<file path="src/design/fud_pkg.sv">
// ----------------------------------------------------------------------------
// fud_pkg
// Shared types and constants for the form-encoded string decoder.
// ----------------------------------------------------------------------------
package fud_pkg;

  // Result kinds
  localparam logic [1:0] KIND_NAME  = 2'd0;
  localparam logic [1:0] KIND_VALUE = 2'd1;
  localparam logic [1:0] KIND_EOP   = 2'd2;

  // Special characters of the encoding
  localparam logic [7:0] CH_PLUS    = 8'h2B;  // '+'
  localparam logic [7:0] CH_PERCENT = 8'h25;  // '%'
  localparam logic [7:0] CH_AMP     = 8'h26;  // '&'
  localparam logic [7:0] CH_EQUALS  = 8'h3D;  // '='
  localparam logic [7:0] CH_SPACE   = 8'h20;  // decoded '+'
  localparam logic [7:0] CH_UPPER_A = 8'h41;
  localparam logic [7:0] CH_UPPER_F = 8'h46;
  localparam logic [7:0] CH_UPPER_Z = 8'h5A;
  localparam logic [7:0] CH_LOWER_A = 8'h61;
  localparam logic [7:0] CH_LOWER_F = 8'h66;
  localparam logic [7:0] CH_DIGIT_0 = 8'h30;
  localparam logic [7:0] CH_DIGIT_9 = 8'h39;
  localparam logic [7:0] CASE_DELTA = 8'h20;

  // Escape progress codes
  localparam logic [1:0] ESC_IDLE  = 2'd0;
  localparam logic [1:0] ESC_FIRST = 2'd1;  // after '%'
  localparam logic [1:0] ESC_SECOND = 2'd2; // after one escape character

  // Result queue depth (at most two results per input word)
  localparam int RES_DEPTH = 4;

  typedef struct packed {
    logic [7:0] in_byte;
    logic       in_last;
  } fud_in_t;

  typedef struct packed {
    logic [1:0] kind;
    logic [7:0] out_byte;
    logic       has_value;
    logic       end_of_data;
    logic       run_last;
  } fud_out_t;

  // Decoded data byte: lowercase in the name part only
  function automatic fud_out_t fud_data(input logic value_part, input logic [7:0] b);
    fud_out_t r;
    r = '0;
    r.kind = value_part ? KIND_VALUE : KIND_NAME;
    if (!value_part && b >= CH_UPPER_A && b <= CH_UPPER_Z) begin
      r.out_byte = b + CASE_DELTA;
    end else begin
      r.out_byte = b;
    end
    return r;
  endfunction

  // End-of-pair marker
  function automatic fud_out_t fud_marker(input logic hv, input logic eod);
    fud_out_t r;
    r = '0;
    r.kind        = KIND_EOP;
    r.has_value   = hv;
    r.end_of_data = eod;
    return r;
  endfunction

endpackage

</file>
<file path="src/design/form_urlencoded_decoder_unit.sv">
// ----------------------------------------------------------------------------
// form_urlencoded_decoder_unit
// Streaming decoder for form-encoded byte strings, one raw byte per word.
// ----------------------------------------------------------------------------
// Takes one raw byte per clock and returns zero, one or two decoded results
// for it, in order, through a four-entry result queue: name bytes (lowercased),
// value bytes, and end-of-pair markers. The input accepts a byte in every cycle
// while the queue has room for two more results; a long run of bytes that each
// yield two results outpaces the single output port of the result queue, so
// the input then has to wait. A stalled output side fills the queue and then
// holds the input off.
module form_urlencoded_decoder_unit
  import fud_pkg::*;
(
  input  logic     clk,
  input  logic     rst_n,
  input  logic     in_valid,
  output logic     in_ready,
  input  fud_in_t  in_data,
  output logic     out_valid,
  input  logic     out_rdy,
  output fud_out_t out_data
);

  localparam int PTR_W = $clog2(RES_DEPTH);
  localparam int CNT_W = $clog2(RES_DEPTH + 1);

  // Decoder state
  logic       vp_r, vp_nxt;
  logic [1:0] esc_cnt_r, esc_cnt_nxt;
  logic [3:0] esc_high_r, esc_high_nxt;
  logic       esc_ok_r, esc_ok_nxt;
  logic       esc_abort_r, esc_abort_nxt;

  // Result queue
  fud_out_t   fifo_r [RES_DEPTH];
  logic [PTR_W-1:0] wr_ptr_r, rd_ptr_r;
  logic [CNT_W-1:0] count_r;

  logic       in_fire, out_fire;
  fud_out_t   res0, res1;
  logic [1:0] res_cnt;

  assign in_fire  = in_valid && in_ready;
  assign out_fire = out_valid && out_rdy;
  assign in_ready = (count_r <= CNT_W'(RES_DEPTH - 2));
  assign out_valid = (count_r != '0);
  assign out_data  = fifo_r[rd_ptr_r];

  // Decode one byte against the current state
  always_comb begin
    logic [7:0] b;
    logic       last;
    logic       delim;
    logic       handled;
    logic       done;
    logic       d_ok;
    logic [3:0] d_val;
    logic [7:0] v;
    fud_out_t   res [2];
    logic [1:0] cnt;

    b       = in_data.in_byte;
    last    = in_data.in_last;
    handled = 1'b0;
    done    = 1'b0;
    cnt     = 2'd0;
    res[0]  = '0;
    res[1]  = '0;
    v       = '0;

    vp_nxt        = vp_r;
    esc_cnt_nxt   = esc_cnt_r;
    esc_high_nxt  = esc_high_r;
    esc_ok_nxt    = esc_ok_r;
    esc_abort_nxt = esc_abort_r;

    // Classify the byte as a hex digit
    d_ok  = 1'b1;
    d_val = '0;
    if (b >= CH_DIGIT_0 && b <= CH_DIGIT_9) begin
      d_val = 4'(b - CH_DIGIT_0);
    end else if (b >= CH_UPPER_A && b <= CH_UPPER_F) begin
      d_val = 4'(b - CH_UPPER_A + 8'd10);
    end else if (b >= CH_LOWER_A && b <= CH_LOWER_F) begin
      d_val = 4'(b - CH_LOWER_A + 8'd10);
    end else begin
      d_ok = 1'b0;
    end

    delim = (b == CH_AMP) || (b == CH_EQUALS && !vp_r);

    // Advance or flush an escape in progress
    if (esc_cnt_r != ESC_IDLE) begin
      if (!delim) begin
        handled = 1'b1;
        if (esc_cnt_r == ESC_FIRST) begin
          if (d_ok) begin
            esc_high_nxt = d_val;
            esc_ok_nxt   = 1'b1;
          end else begin
            esc_abort_nxt = 1'b1;
          end
          esc_cnt_nxt = ESC_SECOND;
        end else begin
          if (esc_ok_r && !esc_abort_r) begin
            v = d_ok ? {esc_high_r, d_val} : {4'h0, esc_high_r};
          end
          res[cnt[0]] = fud_data(vp_r, v);
          cnt = cnt + 2'd1;
          esc_cnt_nxt   = ESC_IDLE;
          esc_high_nxt  = '0;
          esc_ok_nxt    = 1'b0;
          esc_abort_nxt = 1'b0;
        end
      end else begin
        if (esc_cnt_r == ESC_SECOND && esc_ok_r && !esc_abort_r) begin
          v = {4'h0, esc_high_r};
        end
        res[cnt[0]] = fud_data(vp_r, v);
        cnt = cnt + 2'd1;
        esc_cnt_nxt   = ESC_IDLE;
        esc_high_nxt  = '0;
        esc_ok_nxt    = 1'b0;
        esc_abort_nxt = 1'b0;
      end
    end

    // Plain byte handling
    if (!handled) begin
      if (b == CH_AMP) begin
        res[cnt[0]] = fud_marker(vp_r, last);
        cnt = cnt + 2'd1;
        vp_nxt = 1'b0;
        done   = 1'b1;
      end else if (b == CH_EQUALS && !vp_r) begin
        vp_nxt = 1'b1;
      end else if (b == CH_PERCENT) begin
        esc_cnt_nxt   = ESC_FIRST;
        esc_high_nxt  = '0;
        esc_ok_nxt    = 1'b0;
        esc_abort_nxt = 1'b0;
      end else if (b == CH_PLUS) begin
        res[cnt[0]] = fud_data(vp_r, CH_SPACE);
        cnt = cnt + 2'd1;
      end else begin
        res[cnt[0]] = fud_data(vp_r, b);
        cnt = cnt + 2'd1;
      end
    end

    // End of data: flush a cut-short escape, then close the pair
    if (last && !done) begin
      if (esc_cnt_nxt != ESC_IDLE) begin
        v = '0;
        if (esc_cnt_nxt == ESC_SECOND && esc_ok_nxt && !esc_abort_nxt) begin
          v = {4'h0, esc_high_nxt};
        end
        res[cnt[0]] = fud_data(vp_nxt, v);
        cnt = cnt + 2'd1;
        esc_cnt_nxt   = ESC_IDLE;
        esc_high_nxt  = '0;
        esc_ok_nxt    = 1'b0;
        esc_abort_nxt = 1'b0;
      end
      res[cnt[0]] = fud_marker(vp_nxt, 1'b1);
      cnt = cnt + 2'd1;
      vp_nxt = 1'b0;
    end

    // Mark the final result of this word
    if (cnt == 2'd2) begin
      res[1].run_last = 1'b1;
    end else if (cnt == 2'd1) begin
      res[0].run_last = 1'b1;
    end

    res0    = res[0];
    res1    = res[1];
    res_cnt = cnt;
  end

  // Update decoder state on each accepted word
  always_ff @(posedge clk) begin
    if (!rst_n) begin
      vp_r        <= 1'b0;
      esc_cnt_r   <= ESC_IDLE;
      esc_high_r  <= '0;
      esc_ok_r    <= 1'b0;
      esc_abort_r <= 1'b0;
    end else if (in_fire) begin
      vp_r        <= vp_nxt;
      esc_cnt_r   <= esc_cnt_nxt;
      esc_high_r  <= esc_high_nxt;
      esc_ok_r    <= esc_ok_nxt;
      esc_abort_r <= esc_abort_nxt;
    end
  end

  // Push results into the queue
  always_ff @(posedge clk) begin
    if (in_fire && res_cnt != 2'd0) begin
      fifo_r[wr_ptr_r] <= res0;
    end
    if (in_fire && res_cnt == 2'd2) begin
      fifo_r[wr_ptr_r + PTR_W'(1)] <= res1;
    end
  end

  // Track queue pointers and fill level
  always_ff @(posedge clk) begin
    if (!rst_n) begin
      wr_ptr_r <= '0;
      rd_ptr_r <= '0;
      count_r  <= '0;
    end else begin
      if (in_fire) begin
        wr_ptr_r <= wr_ptr_r + PTR_W'(res_cnt);
      end
      if (out_fire) begin
        rd_ptr_r <= rd_ptr_r + PTR_W'(1);
      end
      count_r <= count_r + (in_fire ? CNT_W'(res_cnt) : '0) - (out_fire ? CNT_W'(1) : '0);
    end
  end

  // Checks
  a_count_bound: assert property (@(posedge clk) disable iff (!rst_n)
    count_r <= CNT_W'(RES_DEPTH))
    else $error("result queue overfilled");

  a_esc_code: assert property (@(posedge clk) disable iff (!rst_n)
    esc_cnt_r != 2'd3)
    else $error("escape counter out of range");

  a_esc_flags: assert property (@(posedge clk) disable iff (!rst_n)
    !(esc_ok_r && esc_abort_r))
    else $error("escape marked both valid and aborted");

  a_last_resets: assert property (@(posedge clk) disable iff (!rst_n)
    (in_fire && in_data.in_last) |=> (!vp_r && esc_cnt_r == ESC_IDLE))
    else $error("state not returned to name part after last byte");

endmodule

</file>
<file path="config.mk">
export PLATFORM = sky130hd
export DESIGN_NAME = form_urlencoded_decoder_unit
export DESIGN_NICKNAME = d
export VERILOG_FILES = /design/src/design/fud_pkg.sv /design/src/design/form_urlencoded_decoder_unit.sv
export SDC_FILE = /design/constraint.sdc
export NUM_CORES = 1
export LEC_CHECK = 0
export BUFFER_PORTS_ARGS = -buffer_cell sky130_fd_sc_hd__buf_2
export CORE_MARGIN = 2
export CORE_UTILIZATION = 40
export DETAILED_ROUTE_END_ITERATION = 12
export GPL_TIMING_DRIVEN = 0
export SLEW_MARGIN = 30
export SYNTH_ARGS = -nofsm -noshare
export SYNTH_HDL_FRONTEND = slang
export SYNTH_SLANG_ARGS = --single-unit
</file>
<file path="constraint.sdc">
create_clock -name clk -period 14 [get_ports clk]
set_input_delay 2.8 -clock clk [delete_from_list [all_inputs] [get_ports clk]]
set_output_delay 2.8 -clock clk [all_outputs]
set_load 0.02 [all_outputs]
</file>
==> metrics <==
status completed; ratio of final minimum period to clock period 0.517; Cell Rows 38; Hold Crit Class reg2reg; Leak 0.00191 uW; ys flop type edfxtp_1; WHS Path Cells 2; post-DP HPWL around 8.4 mm; top cell type's share of synthesized area 0.345; Final min period approximately 7.2 ns; setup ws final about 6.8 ns; Iteration-0 DRC Markers 235; clk_skew a little over 0.007 ns; sequential area share after synthesis 0.425; crit path max fanout 10; sw frac 0.304; ys async rst share 0; fmax around 0.14 GHz; NumNets Final ~500; clock sinks 70; Skew-Pair Late Insertion Delay ~0.32 ns; vias per std cell around 5.8; worst endpoint required time between 10 and 15 ns; reg2reg end count_r[2]$_SDFF_PN0_; Register Area roughly 0.0019 mm^2; H-tree depth 3; #FFs+latches synth 70; worst slew pin tran about 0.88 ns; Syn Area/Cell ~11 um^2; WL final around 11 mm; power per cell area ~130 mW/mm^2; Routed WL per cell about 18 um; Mapped Area 0.00453 mm^2; grt total ovfl 0; worst r2r path cells 20; clock-pin slew of the registers on the worst-case setup and hold paths around 0.05 ns; Filler cells about 1100; DRT Pass-1 Iters 5; vias post-DR around 3500; CTS Buffer Depth 2; Max-slew headroom 0.416; Area Overhead vs Synth 14.3%; critical path arrival around 7.5 ns; post-CTS sizing 0; Ports 28; width of the chip roughly 110 um; P_sw between 150 and 200 uW; Antenna diodes 0; CTS tree built; Flop pwr share 0.393; first-pass GRT wire length between 15 and 20 mm; combinational share of power 0.282; pre-CTS WS 6.46 ns; Area contributors post-synth edfxtp_1 35%, dfxtp_1 8.0%, mux4_2 6.5%; share of layout cells above drive strength 1 0.226; RR Startpoint vp_r$_SDFFE_PN0P_; Max IR drop VDD 0.0000784 V; cts bufs inserted 9; port buffer count 25; Clock Tree Root clkbuf_16; area occupied by multi-input gates around 0.0025 mm^2; top-count cell post-synth nor2_1; die area about 0.012 mm^2; RePlAce Congestion just under 0.9; GRT Overall Usage 0.196; internal cell power about 460 uW; Final Max Slew Viols 0; RSZ-0062 raised after global routing false; setup_tns 0 ns; DRC viols 0; Starting Density 0.414; leading area contributor after synthesis edfxtp_1; Mapped Cells ~430; Distinct cells, synth between 70 and 80; Post-CTS Setup Bufs 0; clock power share 0.325; critical path class in2reg; leading cell types by count after synthesis 54 x nor2_1, 52 x edfxtp_1, 48 x nand2_1; maxcap violations 0; startpoint types primary input; vias in the first global route about 3500; endpoints failing hold 0; synth warn 0; hold path startpoint rd_ptr_r[1]$_SDFFE_PN0P_; Synth Net Count roughly 460; Worst Setup End Kind flop; Routed Antenna Nets 0; CTS Hold Buffers Added 0; Die Y between 100 and 150 um; worst reg-to-reg setup slack 9.57 ns; antenna violations before repair 0; Final setup violation count 0; core area around 0.011 mm^2; number of synthesized flops with an enable pin 52; pin count of the biggest net entering global routing 14
[power by group through the flow]
stage	clock, uW	sequential (uW)	combinational, uW
after floorplan	0	259	137
final	214	258	186
after CTS	216	259	188
after global placement	0	262	180
after global routing	225	260	205
after detailed placement	0	263	188
[final cells by class]
class                           count  share of cell area
Multi-Input combinational cell    323               0.475
Sequential cell                    70               0.372
Clock buffer                       13              0.0522
Tap cell                          140              0.0339
Timing Repair Buffer               29              0.0298
Buffer                             23              0.0247
Inverter                           13             0.00943
Clock inverter                      3             0.00363
[flip-flops by register name, indices dropped and copies added, names as in the netlist, named ones only]
name / cells
rd_ptr_r: 2
count_r: 3
esc_cnt_r: 2
esc_ok_r: 1
fifo_r: 52
esc_high_r: 4
vp_r: 1
wr_ptr_r: 2
esc_abort_r: 1
[placed cells by master, fill, tap and decap left out, types with 6 or more instances in the layout]
cell type	instances
nor2_1	53
edfxtp_1	52
nand2_1	48
buf_2	33
dfxtp_1	18
a21oi_1	17
and2_1	16
nand3_1	14
o21ai_0	14
inv_1	13
mux4_2	13
ha_1	13
clkbuf_1	11
o22ai_1	11
clkbuf_16	9
or3_1	8
nor2b_1	7
a22oi_1	7
xnor2_1	6
[cell families (layout without fill, tap and decap cells)]
| group | after synthesis | after routing | synth area share |
|---|---|---|---|
| simple gates | 187 | 187 | 0.241 |
| compound gates | 97 | 97 | 0.165 |
| mux | 16 | 16 | 0.0724 |
| xor+xnor | 9 | 9 | 0.0174 |
| flops | 70 | 70 | 0.425 |
| buf+inv | 36 | 81 | 0.0390 |
| fa+ha+maj | 14 | 14 | 0.0404 |
[through the flow]
step	instances	utilization	total power, uW	hold WS (ns)	instance area (um^2)
6_report	614	0.473	658	0.597	5170
5_1_grt	614	0.473	690	0.624	5170
4_1_cts	614	0.473	664	0.601	5170
3_5_place_dp	598	0.447	451	0.579	4880
3_3_place_gp	594	0.441	442	0.565	4830
2_1_floorplan	429	-	396	0.537	4530
[critical path, stage by stage]
cell and delay [ns]:
buf_2 0.16, inv_1 0.15, ha_1 0.29, nor4bb_2 0.48, nand2_1 0.13, clkbuf_1 0.26
nand4b_1 0.31, nand2_1 0.18, inv_1 0.09, ha_1 0.25, o31ai_2 0.10, nand2_1 0.16
xor2_1 0.18, o22ai_2 0.30, buf_6 0.22, nand2_1 0.07, ha_1 0.28, inv_1 0.06
ha_1 0.13, inv_1 0.05, fa_1 0.37, xor2_1 0.16, xnor2_1 0.12, and2_1 0.15
[how the worst max path moves through the flow]
stage	from	endpoint	slack, ns	cells after the start
4_1_cts	in_data[1]	count_r[2]$_SDFF_PN0_	6.79	24
3_3_place_gp	in_data[1]	fifo_r[0][7]$_DFFE_PP_	5.12	17
6_report	in_data[1]	count_r[2]$_SDFF_PN0_	6.76	24
2_1_floorplan	in_data[2]	fifo_r[0][0]$_DFFE_PP_	6.79	16
3_5_place_dp	in_data[1]	count_r[2]$_SDFF_PN0_	6.46	24
5_1_grt	in_data[1]	count_r[2]$_SDFF_PN0_	6.43	24
[metal layers]
layer	share of wire	global-route usage	routed length, um	vias to the layer above
met5	0	0	0	-
met4	0.016	0.0777	178	0
met3	0.047	0.0253	529	14
met2	0.51	0.344	5700	108
met1	0.43	0.243	4850	1731
li1	-	-	-	1685
Note: power is estimated with default switching activity, not from simulation.
